[src/rtl/gnod_pkg.sv]
// Shared types and constants of the grid nearest-one distance core.
package gnod_pkg;

    localparam int DIST_W    = 7;
    localparam int CFG_W     = 7;
    localparam int CFG_IDX_W = 1;
    localparam int CMD_W     = 2;
    localparam int COORD_W   = 6;

    localparam logic [DIST_W-1:0] DIST_MAX   = 7'd127;
    localparam logic [CFG_W-1:0]  SIZE_RESET = 7'd64;

    // Register indexes of the configuration port
    localparam logic [CFG_IDX_W-1:0] CFG_NUM_ROWS = 1'b0;
    localparam logic [CFG_IDX_W-1:0] CFG_NUM_COLS = 1'b1;

    // Command codes carried in the input item
    localparam logic [CMD_W-1:0] CMD_LOAD = 2'd0;
    localparam logic [CMD_W-1:0] CMD_RUN  = 2'd1;
    localparam logic [CMD_W-1:0] CMD_READ = 2'd2;

    // Kind codes of a result item
    localparam logic KIND_ACK  = 1'b0;
    localparam logic KIND_READ = 1'b1;

    // Controller to datapath
    typedef struct packed {
        logic load_wr;      // write the cell bit of the current input item
        logic rd_issue;     // read the distance store at the input item's cell
        logic run_start;    // clear queue pointers and sweep counter
        logic sweep_step;   // read the next cell bit of the clearing/seeding sweep
        logic pop;          // read the queue head and advance it
        logic expand_step;  // look up the next neighbor of the popped cell
        logic out_load_rd;  // load the output register with a read result
        logic out_load_ack; // load the output register with a run acknowledgement
    } t_ctrl_cmd;

    // Datapath to controller
    typedef struct packed {
        logic sweep_last;
        logic queue_empty;
        logic expand_last;
    } t_ctrl_sts;

endpackage

[src/rtl/gnod_ctrl.sv]
// Controller state machine of the grid nearest-one distance core.
module gnod_ctrl (
    input  logic                        i_clk,
    input  logic                        i_rst_n,
    input  logic                        i_in_valid,
    input  logic [gnod_pkg::CMD_W-1:0]  i_in_cmd,
    output logic                        o_in_ready,
    output logic                        o_out_valid,
    input  logic                        i_out_ready,
    input  gnod_pkg::t_ctrl_sts         i_sts,
    output gnod_pkg::t_ctrl_cmd         o_cmd
);

    typedef enum logic [2:0] {
        S_IDLE,
        S_RD_WAIT,
        S_SWEEP,
        S_SW_DRAIN,
        S_POP,
        S_EXPAND,
        S_DRAIN,
        S_ACK
    } t_state;

    t_state r_state;
    t_state n_state;
    logic   r_out_valid;
    logic   n_out_valid;
    logic   out_free;

    assign out_free = !r_out_valid || i_out_ready;

    always_comb begin
        n_state     = r_state;
        n_out_valid = r_out_valid && !i_out_ready;
        o_cmd       = '0;
        o_in_ready  = 1'b0;
        case (r_state)
            S_IDLE: begin
                o_in_ready = 1'b1;
                if (i_in_valid) begin
                    case (i_in_cmd)
                        gnod_pkg::CMD_LOAD: begin
                            o_cmd.load_wr = 1'b1;
                        end
                        gnod_pkg::CMD_RUN: begin
                            o_cmd.run_start = 1'b1;
                            n_state         = S_SWEEP;
                        end
                        gnod_pkg::CMD_READ: begin
                            o_cmd.rd_issue = 1'b1;
                            n_state        = S_RD_WAIT;
                        end
                        default: begin
                            // drop the unused command
                        end
                    endcase
                end
            end
            S_RD_WAIT: begin
                if (out_free) begin
                    o_cmd.out_load_rd = 1'b1;
                    n_out_valid       = 1'b1;
                    n_state           = S_IDLE;
                end
            end
            S_SWEEP: begin
                o_cmd.sweep_step = 1'b1;
                if (i_sts.sweep_last) begin
                    n_state = S_SW_DRAIN;
                end
            end
            S_SW_DRAIN: begin
                n_state = S_POP;
            end
            S_POP: begin
                if (i_sts.queue_empty) begin
                    n_state = S_ACK;
                end else begin
                    o_cmd.pop = 1'b1;
                    n_state   = S_EXPAND;
                end
            end
            S_EXPAND: begin
                o_cmd.expand_step = 1'b1;
                if (i_sts.expand_last) begin
                    n_state = S_DRAIN;
                end
            end
            S_DRAIN: begin
                n_state = S_POP;
            end
            S_ACK: begin
                if (out_free) begin
                    o_cmd.out_load_ack = 1'b1;
                    n_out_valid        = 1'b1;
                    n_state            = S_IDLE;
                end
            end
            default: begin
                n_state = S_IDLE;
            end
        endcase
    end

    always_ff @(posedge i_clk) begin
        if (!i_rst_n) begin
            r_state     <= S_IDLE;
            r_out_valid <= 1'b0;
        end else begin
            r_state     <= n_state;
            r_out_valid <= n_out_valid;
        end
    end

    assign o_out_valid = r_out_valid;

endmodule

[config.mk]
export PLATFORM = sky130hd
export DESIGN_NAME = gnod_ctrl
export DESIGN_NICKNAME = d
export VERILOG_FILES = /design/src/rtl/gnod_pkg.sv /design/src/rtl/gnod_ctrl.sv
export SDC_FILE = /design/constraint.sdc
export NUM_CORES = 1
export LEC_CHECK = 0
export ABC_AREA = 0
export BUFFER_PORTS_ARGS = -buffer_cell sky130_fd_sc_hd__buf_2
export CORE_AREA = 2 2 39 41
export CTS_BUF_LIST = sky130_fd_sc_hd__clkbuf_8
export DETAILED_ROUTE_END_ITERATION = 16
export DIE_AREA = 0 0 41 43
export PLACE_DENSITY = 0.51
export SLEW_MARGIN = 20
export SYNTH_ARGS = -nofsm -noshare
export SYNTH_HDL_FRONTEND = slang
export SYNTH_SLANG_ARGS = --single-unit
export TNS_END_PERCENT = 1
[constraint.sdc]
create_clock -name i_clk -period 1.2 [get_ports i_clk]
set_input_delay 0.12 -clock i_clk [delete_from_list [all_inputs] [get_ports i_clk]]
set_output_delay 0.12 -clock i_clk [all_outputs]
set_load 0.01 [all_outputs]
======== After elaboration in Yosys (flattened, before gate mapping) ========
Index checks and enable logic that the tools add are counted.
W data, S select, Z words.
word-level totals
  output and inout bits ................... 10
  register bits ........................... 4
  logic and storage cells ................. 47
  input bits .............................. 9
operators by class
  eq/ne operators ......................... 14
  reductions and logical operators ........ 9
  mux-type cells .......................... 22
operator list
  operator              number
  $mux W3               6
  $pmux W3 S6           1
  $mux W1               13
  $eq A3 B3 Y1 const B  4
  $eq A3 B2 Y1 const B  2
  $ne A2 B2 Y1 const B  3
  $pmux W3 S2           1
  $reduce_and A5 Y1     1
  $reduce_or A2 Y1      2
  $eq A3 B1 Y1 const B  1
  $logic_not A3 Y1      1
  $ne A3 B1 Y1 const B  1
  $eq A2 B1 Y1 const B  1
  $eq A2 B2 Y1 const B  1
  $logic_not A1 Y1      2
  $logic_not A2 Y1      1
  $mux W2               1
  $ne A2 B1 Y1 const B  1
  $logic_and A1 B1 Y1   1
  $logic_or A1 B1 Y1    1

======== Depth between registers and ports, before layout ========
  depth in word-level cells ............... 4
  depth in mapped cells ................... 5
  mapped depth without buffers ............ 4

======== Worst setup path after synthesis ========
Ideal clock, no wire load.
  kind .................................... register -> output
  start point ............................. register r_state[2]
  end point ............................... output o_cmd[5] (netlist bit)
  data arrival time ....................... 1248 ps
  buffers on the path ..................... 1
  cell stages (with the launch flop) ...... 5
  required time ........................... 1080 ps
  setup slack ............................. -168 ps
  cell sequence ........................... dfxtp_1 > buf_2 > nor3_2 > nand2_1 > nor3b_1
RTL lines
  item                    RTL line          text
  from (decl)             gnod_ctrl.sv:25   t_state r_state;
  from (signal assigned)  gnod_ctrl.sv:111  r_state <= n_state;
  to (decl)               gnod_ctrl.sv:11   output gnod_pkg::t_ctrl_cmd o_cmd

==> flow_metrics.env <==
export IMPL_tritoncts_clock_tree="done"
export IMPL_yosysTopAreaCellShare_pct=21.9
export IMPL_synthesis_nets=55
export IMPL_grt_pass1_wl_mm=1.52
export IMPL_grtUsageTotal_pct=12.8
export IMPL_synth_top_cells_by_count="nand2_1 (6), nor2_1 (6), dfxtp_1 (4), nand2b_1 (3)"
export IMPL_arrival_worst_endpoint_ns=1.26
export IMPL_ys_ff_latch=4
export IMPL_via_count=437
export IMPL_detail_route_first_pass_iterations=2
export IMPL_place_congestion=0.718
export IMPL_growth_of_design_area_from_synthesis_to_finish_pct=78.1
export IMPL_power_switching_fraction_pct=32.7
export IMPL_wirelength_um=959
export IMPL_max_freq_mhz=726
export IMPL_power_per_cell_area_mw_per_mm2=1530
export IMPL_die_outline_width_um=41
export IMPL_tightestPinTransition_ns=0.216
export IMPL_fillers=152
export IMPL_placeableCoreArea_mm2=0.00138
export IMPL_cts_hold_fix_buffers=0
export IMPL_power_clock_fraction_pct=27.7
export IMPL_drc=0
export IMPL_worst_hold_path_num_cells=3
export IMPL_htree_levels=1
export IMPL_power_report_internal_total_w=0.000672
export IMPL_worst_ir_drop_vdd_mv=0.576
export IMPL_antenna_diode_count=0
export IMPL_total_negative_setup_slacks_ns=-0.799
export IMPL_final_setup_skew_ns=0.000833
export IMPL_setup_worst_path_end_class="output pin"
export IMPL_layout_drive_gt1_share_pct=59.0
export IMPL_max_cap_viol_count=0
export IMPL_start_util_pct=26.4
export IMPL_leakage_nw=0.321
export IMPL_netlist_top_cell_by_area="dfxtp_1"
export IMPL_r2r_cells=7
export IMPL_post_synth_instance_area_um2=365
export IMPL_grt_pass1_vias=387
export IMPL_tritoncts_num_buffers=3
export IMPL_violations="negative setup slack"
export IMPL_number_of_distinct_library_cells_after_synthesis=28
export IMPL_critical_path_startpoint_type="register"
export IMPL_hpwlAfterDp_um=770
export IMPL_critPathRequiredTime_ns=1.08
export IMPL_io_pins=19
export IMPL_num_nets_final=89
export IMPL_yosys_most_used_dff="dfxtp_1"
export IMPL_finalMaxSlewViolations=0
export IMPL_number_of_flops_mapped_to_enable_cells_by_yosys=0
export IMPL_initialDrtViolationCount=2
export IMPL_fraction_of_power_consumed_by_combinational_cells_pct=52.1
export IMPL_layout_min_cycle_time_ns=1.38
export IMPL_yosys_warning_count=0
export IMPL_antenna_left=0
export IMPL_placedInstanceArea_um2=564
export IMPL_worstSetupPathType="reg2out"
export IMPL_worstHoldPathType="in2reg"
export IMPL_insertion_delay_ns=0.21
export IMPL_pwr_share_seq_pct=20.2
export IMPL_avgSynthCellArea_um2=7.94
export IMPL_run_status="finished with violations"
export IMPL_ys_seq_area_share_pct=21.9
export IMPL_grt_max_degree=8
export IMPL_die_outline_height_um=43
export IMPL_asyncSetResetFlopFracSynth_pct=0
export IMPL_period_share_pct=115
export IMPL_clk_pin_slew_ns=0.03
export IMPL_rsz_0062_raised_after_global_routing="yes"
export IMPL_fin_ws_ns=-0.177
export IMPL_floorplan_rows=14
export IMPL_clock_root_buffer="clkbuf_8"
export IMPL_antenna_found_initial=0
export IMPL_total_switching_power_w=0.000327
export IMPL_final_cell_area_um2=651
export IMPL_finalHoldViolCount=0
export IMPL_overflow=0
export IMPL_crit_fanout=5
export IMPL_max_slew_margin_rel_pct=85.5
export IMPL_dieArea_mm2=0.00176
export IMPL_postSynthCellCount=46
export IMPL_place_port_buffers=18
export IMPL_clock_tree_buf_depth=2
export IMPL_clock_sinks=4
export IMPL_finalSetupViolations=10
export IMPL_routed_wire_length_per_instance_um=10.2
export IMPL_synth_area_top_cells="dfxtp_1 (22%), nand2_1 (6.2%), nor2_1 (6.2%)"
export IMPL_routed_via_density=4.65
cells in the final DEF, fill, tap and decap left out, types with 2 or more instances in the layout:
cell type / synthesis / final
nand2_2: 1 / 2
buf_6: 0 / 2
nor2b_1: 2 / 2
nand2_1: 6 / 5
clkbuf_8: 0 / 3
mux2i_1: 2 / 2
buf_2: 1 / 18
nor2_1: 6 / 5
dfxtp_4: 0 / 3
buf_4: 0 / 12
nand2b_1: 3 / 3
metal layers:
layer / part of all wire, % / GRT usage, %
met3: 6.4 / 4.71
met1: 43 / 13.7
met5: 0 / 0
met4: 0 / 6.00
met2: 50 / 20.9
final cells by class:
class / count / area, um2 / share of cell area, %
Inverter: 1 / 3.75 / 0.577
Multi-Input combinational cell: 38 / 292 / 44.8
Clock buffer: 3 / 41.3 / 6.35
Tap cell: 16 / 20.0 / 3.08
Sequential cell: 4 / 91.3 / 14.0
Timing Repair Buffer: 32 / 203 / 31.2
through the flow:
step | util, % | setup WS (ns) | hold slack [ns] | power, W | cells
2_1_floorplan | - | -0.0962 | 0.232 | 0.000464 | 46
3_3_place_gp | 40.8 | -0.110 | 0.393 | 0.000673 | 90
3_5_place_dp | 40.8 | -0.113 | 0.385 | 0.000673 | 90
4_1_cts | 47.0 | -0.178 | 0.159 | 0.00101 | 94
5_1_grt | 47.0 | -0.267 | 0.166 | 0.00108 | 94
6_report | 47.0 | -0.177 | 0.165 | 0.000998 | 94
sequential cells by signal, indices dropped and copies added (netlist names):
register	cells
r_state	3
o_out_valid	1
worst max-delay path: stages (launching register included):
cell and delay, ns:
dfxtp_4 0.35, buf_6 0.12, nor3_4 0.19, nand2_2 0.10
nor3b_2 0.14, buf_2 0.15
power by group through the flow:
stage	sequential [W]	clock [W]	combinational, W
after floorplan	0.000191	0	0.000273
after global placement	0.000198	0	0.000475
after detailed placement	0.000198	0	0.000475
after CTS	0.000203	0.000285	0.000521
after global routing	0.000206	0.000298	0.000572
final	0.000202	0.000277	0.000520
final timing paths:
kind | startpoint | to | slack (ns)
worst max-delay path | r_state[2]$_SDFFE_PN0P_ | o_cmd[5] | -0.18
worst min-delay path | i_rst_n | r_state[2]$_SDFFE_PN0P_ | 0.16
worst max register to register | r_state[2]$_SDFFE_PN0P_ | r_state[0]$_SDFFE_PN0P_ | -0.11
worst min register to register | r_state[0]$_SDFFE_PN0P_ | r_state[0]$_SDFFE_PN0P_ | 0.65
what timing repair did:
action	in CTS	in global routing
setup endpoints to repair	12	11
pin swaps	4	2
buffers inserted	1	0
gates resized for setup	11	0
logic make-up after synthesis:
| family | after synthesis | synth area share, % |
|---|---|---|
| AND/OR/NAND/NOR | 28 | 44.2 |
| AO/OA/AOI/OAI | 7 | 20.2 |
| flip-flops | 4 | 21.9 |
| buffers and inverters | 4 | 5.82 |
| multiplexers | 2 | 5.48 |
| XOR/XNOR | 1 | 2.40 |
(Power assumes the default switching activity.)
